`src/rtl/mtrr_pkg.sv`:
```
package mtrr_pkg;

  localparam int unsigned AddrW = 52;

  localparam logic [AddrW-1:0] OneMib  = AddrW'(64'h10_0000);
  localparam logic [AddrW:0]   PageOfs = (AddrW+1)'(4095);

  localparam logic ActWrite  = 1'b0;
  localparam logic ActLookup = 1'b1;

  localparam logic [2:0] TypeUc = 3'd0;
  localparam logic [2:0] TypeWt = 3'd4;
  localparam logic [2:0] TypeWb = 3'd6;

  localparam logic [1:0] StatOk       = 2'd0;
  localparam logic [1:0] StatNoFixed  = 2'd1;
  localparam logic [1:0] StatConflict = 2'd2;

  typedef struct packed {
    logic             action;
    logic [6:0]       entry_index;
    logic [AddrW-1:0] entry_start;
    logic [AddrW-1:0] entry_end;
    logic [2:0]       entry_type;
    logic             entry_invalid;
    logic [AddrW-1:0] page_address;
  } in_t;

  typedef struct packed {
    logic [2:0] mem_type;
    logic [1:0] status;
  } out_t;

  typedef struct packed {
    logic [AddrW-1:0] range_start;
    logic [AddrW-1:0] range_end;
    logic [2:0]       range_type;
  } entry_t;

  typedef struct packed {
    logic write;
    logic start;
    logic scan;
    logic publish;
  } cmd_t;

  typedef struct packed {
    logic done;
  } sts_t;

endpackage

```
`src/rtl/mtrr_ctrl.sv`:
```
module mtrr_ctrl (
  input  logic           clk_i,
  input  logic           rst_ni,
  input  logic           in_valid_i,
  input  logic           in_action_i,
  output logic           in_ready_o,
  output logic           out_valid_o,
  input  logic           out_ready_i,
  output mtrr_pkg::cmd_t cmd_o,
  input  mtrr_pkg::sts_t sts_i
);

  import mtrr_pkg::*;

  typedef enum logic [1:0] {
    StIdle,
    StScan,
    StDone
  } state_e;

  state_e state_q, state_d;
  logic   out_valid_q, out_valid_d;
  logic   accept;

  assign in_ready_o = (state_q == StIdle);
  assign accept     = in_valid_i && in_ready_o;

  always_comb begin
    cmd_o.write   = accept && (in_action_i == ActWrite);
    cmd_o.start   = accept && (in_action_i == ActLookup);
    cmd_o.scan    = (state_q == StScan);
    cmd_o.publish = (state_q == StDone) && (!out_valid_q || out_ready_i);
  end

  always_comb begin
    state_d     = state_q;
    out_valid_d = out_valid_q;
    if (out_ready_i) begin
      out_valid_d = 1'b0;
    end
    case (state_q)
      StIdle: begin
        if (cmd_o.start) begin
          state_d = StScan;
        end
      end
      StScan: begin
        if (sts_i.done) begin
          state_d = StDone;
        end
      end
      StDone: begin
        if (cmd_o.publish) begin
          out_valid_d = 1'b1;
          state_d     = StIdle;
        end
      end
      default: begin
        state_d = StIdle;
      end
    endcase
  end

  always_ff @(posedge clk_i or negedge rst_ni) begin
    if (!rst_ni) begin
      state_q     <= StIdle;
      out_valid_q <= 1'b0;
    end else begin
      state_q     <= state_d;
      out_valid_q <= out_valid_d;
    end
  end

  assign out_valid_o = out_valid_q;

endmodule

```
`config.mk`:
```
export PLATFORM = sky130hd
export DESIGN_NAME = mtrr_ctrl
export DESIGN_NICKNAME = d
export VERILOG_FILES = /design/src/rtl/mtrr_pkg.sv /design/src/rtl/mtrr_ctrl.sv
export SDC_FILE = /design/constraint.sdc
export NUM_CORES = 1
export LEC_CHECK = 0
export BUFFER_PORTS_ARGS = -buffer_cell sky130_fd_sc_hd__clkbuf_2
export CORE_AREA = 2 2 39 41
export CTS_CLUSTER_DIAMETER = 40
export DETAILED_ROUTE_END_ITERATION = 16
export DIE_AREA = 0 0 41 43
export SYNTH_ARGS = -nofsm -noshare
export SYNTH_HDL_FRONTEND = slang
export SYNTH_SLANG_ARGS = --single-unit
export TNS_END_PERCENT = 20
```
`constraint.sdc`:
```
create_clock -name clk_i -period 0.8 [get_ports clk_i]
set_clock_uncertainty 0.05 [all_clocks]
set_input_delay 0.08 -clock clk_i [delete_from_list [all_inputs] [get_ports clk_i]]
set_output_delay 0.08 -clock clk_i [all_outputs]
set_load 0.02 [all_outputs]
```
# Word level (Yosys, flattened, before mapping)
# Index checks and enable logic that the tools add are counted.
[op_classes] n_eq_ne=5 mux=7 n_bitwise=1 n_reduce_logical=8
[op_table] cell="2-bit 2-to-1 mux" n=3
[op_table] cell="2-bit one-hot mux with 3 select lines" n=1
[op_table] cell="1-bit logical AND" n=4
[op_table] cell="2-bit by 1-bit inequality test with 1-bit output (second input constant)" n=2
[op_table] cell="1-bit 2-to-1 mux" n=3
[op_table] cell="3-bit AND reduction" n=1
[op_table] cell="2-bit by 1-bit == test with 1-bit output (second input constant)" n=1
[op_table] cell="2-bit == test (second input constant)" n=1
[op_table] cell="2-bit logical NOT" n=1
[op_table] cell="2-bit inequality test (second input constant)" n=1
[op_table] cell="1-bit logical NOT" n=1
[op_table] cell="1-bit logical OR" n=1
[op_table] cell="1-bit inverter" n=1
[word_totals] ff_bits=3 in_bits=6 output_inout_bits=6 word_cells=23

# Longest topological paths before layout
# Gate-level depths: netlist (run 1).
[depth] depth_word=5 ltp_mapped=2 depth_no_buf=2

# Worst setup path before layout (run 1)
# OpenSTA, ideal clock, no wires.
[synth_path] path_type="reg-to-output" from="reg state_q[0]" to="out cmd_o[3] (netlist bit)" arrival_ns=1.178 t_required_ns=0.670 path_slack_ns=-0.508 path_stages_with_launch=2 cell_sequence="dfrtp_1 -> nor4b_1"
[synth_rtl] element="start: declaration" line="mtrr_ctrl.sv:21" rtl="state_e state_q, state_d;"
[synth_rtl] element="start signal: assignment" line="mtrr_ctrl.sv:66" rtl="state_q <= StIdle;"
[synth_rtl] element="start signal: assignment" line="mtrr_ctrl.sv:69" rtl="state_q <= state_d;"
[synth_rtl] element="end: declaration" line="mtrr_ctrl.sv:9" rtl="output mtrr_pkg::cmd_t cmd_o,"

==> results.tsv, run 1 <==
metric	value	unit
status	finished, violations left	
violations	negative setup slack	
dpl-instance-area	282	µm²
min_from	out_ready_i	
core	0.00138	mm²
r2r-end	state_q[0]	
wl	517	µm
pre_cts_slack	-0.298	ns
setup.worst_path.end_class	output pin	
ios	12	
yosysTopAreaCell	dfrtp_1	
areaGrowthSynthToFinish	150	%
ir_drop	0.666	mV
dpl.cell_count	44	
grt_max_degree	6	
final.min_clock_period	1.26	ns
synth_top_area_share	47.2	%
seqPwrFrac	26.4	%
power.total	0.822	mW
first_iter_violations	1	
period_share	157	%
grt_pass1_vias	205	
worst_slack	-0.455	ns
final-hold-violation-count	0	
crit_type	reg2out	
synth_cell_types	12	
drc	0	
clock_tree.buffer_depth	2	
h-tree-depth	1	
critPathArrivalTime	1.13	ns
stdcell_count	51	
p_int	0.565	mW
synth_nets	22	
cp_cell_sequence	nor4b_4 -> clkbuf_8	
antenna_found_initial	0	
start_util	11.5	%
syn_avg_cell_area	9.93	µm²
sw_frac_of_total	31.2	%
crit_required	0.67	ns
n_antenna_cell	0	
timing.rr.start	state_q[0]	
cp_slowest_stage_delay	0.45	ns
ant_nets	0	
max_slew_margin	87.2	%
hold_class	in2reg	
synth_area	159	µm²
routabilityCongestion	0.590	
synth_cells	16	
hold_depth	2	
wire_per_inst	10.1	µm
fin_area	398	µm²
port_buffers	11	
dieArea	0.00176	mm²
grt_setup_unrepaired	yes	
setup_viol	9	
synthTopCellsByArea	dfrtp_1 47%, o31ai_2 7.9%, a32o_2 7.1%, inv_1 7.1%, nor4b_1 5.5%	
combPwrFrac	41.7	%
grt_overflow_total	0	
min_to	state_q[1]	
worstMarginPinSlew	0.192	ns
power.density	2070	mW/mm²
num_rows	14	
slew_viol_final	0	
clock_latency	0.23	ns
r2r_setup_slack	-0.20	ns
via_per_inst	3.76	
final_common_cell	clkbuf_2	
reg2reg_depth	3	
num_vias	192	
path_clk_slew	0.04	ns
grt_util_all_layers	7.74	%
die_y	43	µm
clock.fmax	797	MHz
die_w	41	µm
p_sw	0.257	mW
clkSinkCount	3	
cts_buffers	3	
startpoint_type	register	
cts_tree	done	
yosysWarnings	0	
ys_seq_elements	3	
grt_first_pass_wirelength	814	µm
drv_cap	0	
cts_root_buf	clkbuf_4	
most-common-layout-cells	5 x clkbuf_2, 3 x inv_1, 3 x clkbuf_4, 3 x clkbuf_8	
whs	0.0208	ns
layout.nets	42	
worstPathMaxFanout	5	
final_layout_size_suffix_gt1_share	77.1	%
power_leakage	0.190	nW
cp_slowest_cell	dfrtp_2	
ys_seq_area_share	47.2	%
pwr-share-clk	31.9	%
firstDrtPassIters	2	
-- power by group through the flow --
stage                     registers [mW]  logic, mW  clock network (mW)
after global routing               0.224      0.370               0.299
after floorplan                    0.224      0.130                   0
after global placement             0.215      0.219                   0
final                              0.217      0.343               0.262
after CTS                          0.217      0.320               0.280
after detailed placement           0.216      0.221                   0
-- stage by stage --
step | TNS [ns] | utilization (%)
finish | -2.69 | 28.8
global route | -3.17 | 28.8
CTS | -2.90 | 28.1
detailed placement | -1.70 | 20.3
global placement | -1.61 | 20.3
floorplan | -1.08 | -
-- worst max path at each step --
stage                     cells after the start  endpoint       start  slack, ns
final                                         2  cmd_o[3]  state_q[1]      -0.46
after floorplan                               2  cmd_o[2]  state_q[1]      -0.22
after global placement                        3  cmd_o[0]  state_q[0]      -0.28
after detailed placement                      3  cmd_o[0]  state_q[0]      -0.30
after global routing                          2  cmd_o[3]  state_q[1]      -0.52
after CTS                                     2  cmd_o[3]  state_q[1]      -0.48
-- state kept, by name, indices dropped and copies added, names as in the netlist --
register	count
state_q	2
out_valid_o	1
-- what timing repair did --
| item | CTS | global route |
|---|---|---|
| endpoints found under the hold margin | 3 | 0 |
| hold buffers | 1 | 0 |
| resized for setup | 12 | 5 |
| endpoints found under the setup margin | 9 | 9 |
| buffers inserted | 2 | 0 |
| pin swaps | 4 | 0 |
-- layout make-up --
cell class / count / area (µm²)
fillers: 148 / 986
clock buffers: 4 / 26.3
flip-flops and latches: 3 / 77.6
well taps: 16 / 20.0
repair buffers: 15 / 144
multi-input cells: 10 / 119
inverters: 3 / 11.3
-- cells by family after synthesis --
family	share of synthesized area, %
AOI/OAI and AO/OA	21.3
buffers and inverters	7.09
and+or+nand+nor	24.4
DFF	47.2
-- cell usage after synthesis --
master,n
dfrtp_1,3
inv_1,3
a21oi_1,1
a32o_2,1
and3_1,1
nand2b_1,1
nand3b_1,1
nor2_1,1
nor2b_1,1
nor4b_1,1
o21ai_0,1
o31ai_2,1
-- critical path: cells and delay by family (launching register included) --
family	cells	cell delay [ns]
flops	1	0.45
simple gates	1	0.26
buf+inv	1	0.19
-- layer usage --
layer / wire length [µm] / global-route usage [%] / part of all wire [%]
met5: 0 / 0 / 0
met4: 0 / 4.00 / 0
met3: 50 / 6.28 / 9.7
met2: 238 / 10.6 / 46
met1: 229 / 8.06 / 44
Power figures use the tool's default switching activity.
==> run 2: changes to the inputs <==
- PLACE_DENSITY: unset -> 0.37
==> run 2 against run 1 <==
The run still ends with negative setup slack left. Global-route usage is 0.80 points lower. Routed wire length is 6.4% lower. Die area stayed put. Core utilization is 0.27 points lower.
==> results.tsv, run 2 (synthesis gave the netlist of run 1 again) <==
metric	value	unit	change
pwr-share-clk	32.4	%	was 31.9%
antenna_found_initial	0		unchanged
finalCoreUtilization	28.5	%	was 28.8%
dpl-instance-area	282	µm²	unchanged
areaGrowthSynthToFinish	148	%	was 150%
reg2reg_depth	3		unchanged
die_y	43	µm	unchanged
pre_cts_slack	-0.299	ns	was -0.298 ns
dieArea	0.00176	mm²	unchanged
worstMarginPinSlew	0.188	ns	was 0.192 ns
p_sw	0.257	mW	about the same
drv_cap	0		unchanged
power.total	0.815	mW	was 0.822 mW
clkSinkCount	3		unchanged
layout.nets	43		was 42
largest_register_ffs	2		unchanged
ir_drop	0.983	mV	was 0.666 mV
setup.worst_path.end_class	output pin		unchanged
whs	0.00308	ns	was 0.0208 ns
cts_root_buf	clkbuf_4		unchanged
final_common_cell	clkbuf_2		unchanged
clock.fmax	807	MHz	was 797 MHz
cp_slowest_cell	dfrtp_2		unchanged
ant_nets	0		unchanged
crit_cells	3		was 2
grt_pass1_vias	196		was 205
worstPathMaxFanout	5		unchanged
num_rows	14		unchanged
cts_tree	done		unchanged
cp-startpoint	state_q[0]		was state_q[1]
drc	0		unchanged
p_int	0.558	mW	was 0.565 mW
most-common-layout-cells	5 x clkbuf_2, 4 x buf_4, 3 x inv_1, 3 x clkbuf_4, 3 x buf_8		was 5 x clkbuf_2, 3 x inv_1, 3 x clkbuf_4, 3 x clkbuf_8
sw_frac_of_total	31.6	%	was 31.2%
power_leakage	0.192	nW	was 0.190 nW
grt_first_pass_wirelength	765	µm	was 814 µm
fin_area	394	µm²	was 398 µm²
wl	484	µm	was 517 µm
wire_per_inst	9.31	µm	was 10.1 µm
cp_slowest_stage_delay	0.45	ns	about the same
hold_class	in2reg		unchanged
dpl.cell_count	44		unchanged
final_layout_size_suffix_gt1_share	77.8	%	was 77.1%
violations	negative setup slack		unchanged
die_w	41	µm	unchanged
setup_viol	9		unchanged
fill_cells	145		was 148
tns	-2.81	ns	was -2.69 ns
final-hold-violation-count	0		unchanged
crit_type	reg2out		unchanged
power.density	2070	mW/mm²	about the same
grt_max_degree	6		unchanged
routabilityCongestion	0.526		was 0.590
grt_overflow_total	0		unchanged
first_iter_violations	1		unchanged
num_vias	200		was 192
r2r_setup_slack	-0.25	ns	was -0.20 ns
via_per_inst	3.85		was 3.76
status	finished, violations left		unchanged
cp-endpoint	cmd_o[0]		was cmd_o[3]
grt_util_all_layers	6.94	%	was 7.74%
max_slew_margin	87.4	%	was 87.2%
clock_latency	0.23	ns	about the same
path_clk_slew	0.03	ns	was 0.04 ns
firstDrtPassIters	2		unchanged
multi_input_area	119	µm²	unchanged
port_buffers	11		unchanged
timing.rr.start	state_q[0]		unchanged
final.min_clock_period	1.24	ns	was 1.26 ns
r2r-end	state_q[1]		was state_q[0]
h-tree-depth	1		unchanged
stdcell_count	52		was 51
critPathBufInv	1		unchanged
cts_buffers	3		unchanged
core	0.00138	mm²	unchanged
grt_setup_unrepaired	yes		unchanged
ios	12		unchanged
clock_tree.buffer_depth	2		unchanged
crit_family	flip-flops		unchanged
largest-register	state_q		unchanged
seqPwrFrac	26.4	%	about the same
seqCellArea	77.6	µm²	unchanged
n_antenna_cell	0		unchanged
worst_slack	-0.440	ns	was -0.455 ns
combPwrFrac	41.2	%	was 41.7%
critPathArrivalTime	1.11	ns	was 1.13 ns
slew_viol_final	0		unchanged
cp_cell_sequence	nand2b_4 -> a21oi_2 -> clkbuf_8		was nor4b_4 -> clkbuf_8
start_util	11.5	%	unchanged
period_share	155	%	was 157%
crit_required	0.67	ns	about the same
startpoint_type	register		unchanged
## run 2: cell types whose count changed in the layout (fill, tap and decap cells not counted), sizes merged
cell / change
buf: +3
clkbuf: -2
## run 2: worst min-delay path by stage
stage                startpoint     endpoint  cells after the start  slack (ns)
global placement         rst_ni  out_valid_o                      1       -0.17
finish              out_ready_i   state_q[1]                      2       0.003
floorplan                rst_ni  out_valid_o                      0       -0.27
detailed placement       rst_ni  out_valid_o                      1       -0.17
CTS                 out_ready_i   state_q[1]                      2      -0.003
global route        out_ready_i   state_q[1]                      2       0.002
## run 2: what timing repair did
item / CTS / global route
gates resized for setup: 12 / 5
pin swaps: 4 / 1
endpoints found under the hold margin: 4 / 0
endpoints found under the setup margin: 9 / 9
setup buffers: 2 / 1
hold buffers: 1 / 0
## run 2: layout make-up
cell class | count | share of cell area, %
clock buffers | 4 | 6.67
multi-input cells | 10 | 30.2
well taps | 16 | 5.08
flip-flops and latches | 3 | 19.7
repair buffers | 16 | 35.6
inverters | 3 | 2.86
## run 2: power groups by stage
| stage | registers [mW] | logic [mW] | clock network, mW |
|---|---|---|---|
| 2_1_floorplan | 0.224 | 0.130 | 0 |
| 3_3_place_gp | 0.214 | 0.217 | 0 |
| 3_5_place_dp | 0.215 | 0.221 | 0 |
| 4_1_cts | 0.216 | 0.315 | 0.281 |
| 5_1_grt | 0.220 | 0.358 | 0.300 |
| 6_report | 0.215 | 0.336 | 0.264 |
## run 2: routing by layer
metal / track usage, % / up-vias / share of wire (%)
li1: - / 95 / -
met2: 8.44 / 14 / 45
met4: 6.00 / 0 / 0
met5: 0 / - / 0
met3: 5.24 / 0 / 12
met1: 7.44 / 91 / 43
## run 2: worst reg2reg max path: cells and delay by family (launching register included)
family,cells,cell delay (ns)
AO/OA/AOI/OAI,1,0.16
buffers and inverters,1,0.13
AND/OR/NAND/NOR,1,0.17
flip-flops,1,0.45
==> run 3: changes to the inputs <==
- ABC_AREA: unset -> 1
==> run 3 against run 2 <==
The flow still finishes with violations (negative setup slack). Global-route usage down 0.20 points. Total power down 5.4%. Count of clock-buffer cells in the layout did not move. Via count fell by 2.0%. Clock power is essentially flat. Sequential power is 5% lower. Worst setup slack improved by 0.025 ns. Synthesized area rose by 0.79%. First-iteration DRC count is 100% lower. Combinational power decreased by 9.2%. Register-to-register slack worse by 0.05 ns.
==> results.tsv, run 3 <==
metric	value	unit	change
grt.met2_usage	8.75	%	was 8.44%
dieArea	0.00176	mm²	unchanged
final-hold-violation-count	0		unchanged
routabilityCongestion	0.565		was 0.526
setup_viol	9		unchanged
cts_root_buf	clkbuf_4		unchanged
pwr-share-clk	33.9	%	was 32.4%
grt_setup_unrepaired	yes		unchanged
power.total	0.771	mW	was 0.815 mW
ir_drop	0.968	mV	was 0.983 mV
core	0.00138	mm²	unchanged
grt_max_degree	4		was 6
synth_enable_flop_cells	0		unchanged
most-common-layout-cells	6 x clkbuf_2, 4 x inv_2, 4 x nand2_1, 4 x buf_4		was 5 x clkbuf_2, 4 x buf_4, 3 x inv_1, 3 x clkbuf_4, 3 x buf_8
port_buffers	11		unchanged
drv_cap	0		unchanged
slew_viol_final	0		unchanged
finalCoreUtilization	27.0	%	was 28.5%
hold_depth	3		was 2
synth_area	160	µm²	was 159 µm²
worstMarginPinSlew	0.174	ns	was 0.188 ns
wire_per_inst	6.90	µm	was 9.31 µm
final.min_clock_period	1.21	ns	was 1.24 ns
grt.met1_usage	7.44	%	unchanged
fill_cells	147		was 145
clock.fmax	824	MHz	was 807 MHz
max_slew_margin	88.3	%	was 87.4%
ys_seq_area_share	46.9	%	was 47.2%
dpl-instance-area	260	µm²	was 282 µm²
worstPathMaxFanout	3		was 5
grt.busiest_layer	met2		unchanged
grt_use_met3	5.24	%	unchanged
ios	12		unchanged
clock_tree.buffer_depth	2		unchanged
path_clk_slew	0.04	ns	was 0.03 ns
firstDrtPassIters	1		was 2
n_antenna_cell	0		unchanged
dp_hpwl	311	µm	
cp_slowest_stage_delay	0.41	ns	was 0.45 ns
final_layout_size_suffix_gt1_share	74.4	%	was 77.8%
setup.worst_path.end_class	output pin		unchanged
synth.most_common_cell	nand2_1		
grt_overflow_total	0		unchanged
grt_util_all_layers	6.74	%	was 6.94%
wl	407	µm	was 484 µm
antenna_found_initial	0		unchanged
cp_cell_sequence	buf_4 -> inv_2 -> nor2_2 -> clkbuf_8		was nand2b_4 -> a21oi_2 -> clkbuf_8
cp_slowest_cell	dfrtp_2		unchanged
critPathArrivalTime	1.08	ns	was 1.11 ns
num_vias	196		was 200
power.density	2060	mW/mm²	was 2070 mW/mm²
violations	negative setup slack		unchanged
crit_type	reg2out		unchanged
syn_avg_cell_area	6.96	µm²	was 9.93 µm²
fin_area	374	µm²	was 394 µm²
period_share	152	%	was 155%
ant_nets	0		unchanged
yosysWarnings	0		unchanged
p_sw	0.254	mW	was 0.257 mW
largest_register_ffs	2		unchanged
synth_cells	23		was 16
die_w	41	µm	unchanged
tns	-2.55	ns	was -2.81 ns
startpoint_type	register		unchanged
synthArstFlopShare	100	%	unchanged
num_rows	14		unchanged
status	finished, violations left		unchanged
layout.nets	50		was 43
worst_slack	-0.414	ns	was -0.440 ns
synth_cell_types	8		was 12
synthTopCellsByArea	dfrtp_1 47%, nand2_1 14%, inv_1 12%, nor2_2 12%, nor2_1 7.0%		was dfrtp_1 47%, o31ai_2 7.9%, a32o_2 7.1%, inv_1 7.1%, nor4b_1 5.5%
clkSinkCount	3		unchanged
start_util	11.6	%	was 11.5%
hold_class	in2reg		unchanged
drc	0		unchanged
sw_frac_of_total	32.9	%	was 31.6%
final_common_cell	clkbuf_2		unchanged
clock_latency	0.23	ns	about the same
h-tree-depth	1		unchanged
largest-register	state_q		unchanged
grt_pass1_vias	201		was 196
cts_tree	done		unchanged
yosysTopAreaCell	dfrtp_1		unchanged
power_leakage	0.191	nW	was 0.192 nW
first_iter_violations	0		was 1
die_y	43	µm	unchanged
grt_first_pass_wirelength	752	µm	was 765 µm
cts_buffers	3		unchanged
combPwrFrac	39.6	%	was 41.2%
seqPwrFrac	26.5	%	was 26.4%
via_per_inst	3.32		was 3.85
netlist_top_cells_count	6 x nand2_1, 5 x inv_1, 3 x dfrtp_1, 3 x nor2_1, 3 x nor2_2		was 3 x dfrtp_1, 3 x inv_1
ys_seq_elements	3		unchanged
synth_nets	29		was 22
synth-main-ff-cell	dfrtp_1		unchanged
synth_top_area_share	46.9	%	was 47.2%
crit_required	0.67	ns	about the same
reg2reg_depth	5		was 3
areaGrowthSynthToFinish	134	%	was 148%
p_int	0.517	mW	was 0.558 mW
-- run 3: routing by layer --
| layer | vias up | wire length [µm] |
|---|---|---|
| li1 | 105 | - |
| met1 | 79 | 192 |
| met2 | 12 | 164 |
| met3 | 0 | 50 |
| met4 | 0 | 0 |
| met5 | - | 0 |
-- run 3: logic make-up (layout without fill, tap and decap cells) --
| logic type | Yosys count | count (layout) | share of synthesized area, % |
|---|---|---|---|
| AOI/OAI and AO/OA | 1 | 1 | 3.12 |
| DFF | 3 | 3 | 46.9 |
| and+or+nand+nor | 13 | 13 | 35.9 |
| buffers and inverters | 6 | 26 | 14.1 |
-- run 3: repair_timing --
item                                   CTS  global route
resized for setup                       12             7
pin swaps                                3             4
setup endpoints to repair                9             9
hold buffers                             1             0
buffers inserted                         2             1
cloned                                   0             0
endpoints found under the hold margin    3             0
-- run 3: power groups by stage --
stage / Sequential, mW / Combinational, mW / Clock [mW]
final: 0.204 / 0.305 / 0.262
after global placement: 0.201 / 0.206 / 0
after floorplan: 0.209 / 0.121 / 0
after global routing: 0.209 / 0.334 / 0.285
after detailed placement: 0.201 / 0.206 / 0
after CTS: 0.200 / 0.288 / 0.275
-- run 3: area by class of cell --
type                            count  area, µm²  share of cell area (%)
Clock buffer                        4       26.3                    7.02
Inverter                            6       22.5                    6.02
Multi-Input combinational cell     14       92.6                    24.7
Sequential cell                     3       77.6                    20.7
Tap cell                           16       20.0                    5.35
Timing Repair Buffer               16        135                    36.1
-- run 3: path summary, 6_finish.rpt --
| kind | from | to | slack [ns] |
|---|---|---|---|
| setup / recovery | state_q[0] | cmd_o[1] | -0.41 |
| hold reg to reg | state_q[0] | state_q[1] | 0.52 |
| max in group asynchronous | rst_ni | state_q[0] | 0.46 |
| setup reg to reg | state_q[1] | state_q[0] | -0.30 |
| hold / removal | sts_i | state_q[1] | 0.03 |
| min in group asynchronous | rst_ni | state_q[1] | 0.12 |
-- run 3: metrics by stage --
stage	hold WS [ns]	setup WS (ns)	cells
global placement	-0.169	-0.209	51
floorplan	-0.266	-0.188	23
detailed placement	-0.170	-0.207	51
global route	0.0604	-0.470	59
finish	0.0276	-0.414	59
CTS	0.0191	-0.450	58
-- run 3: critical path: cells and delay by family, from the launching register on --
| kind | cells | cell delay [ns] |
|---|---|---|
| buffers and inverters | 3 | 0.33 |
| DFF | 1 | 0.41 |
| and+or+nand+nor | 1 | 0.13 |
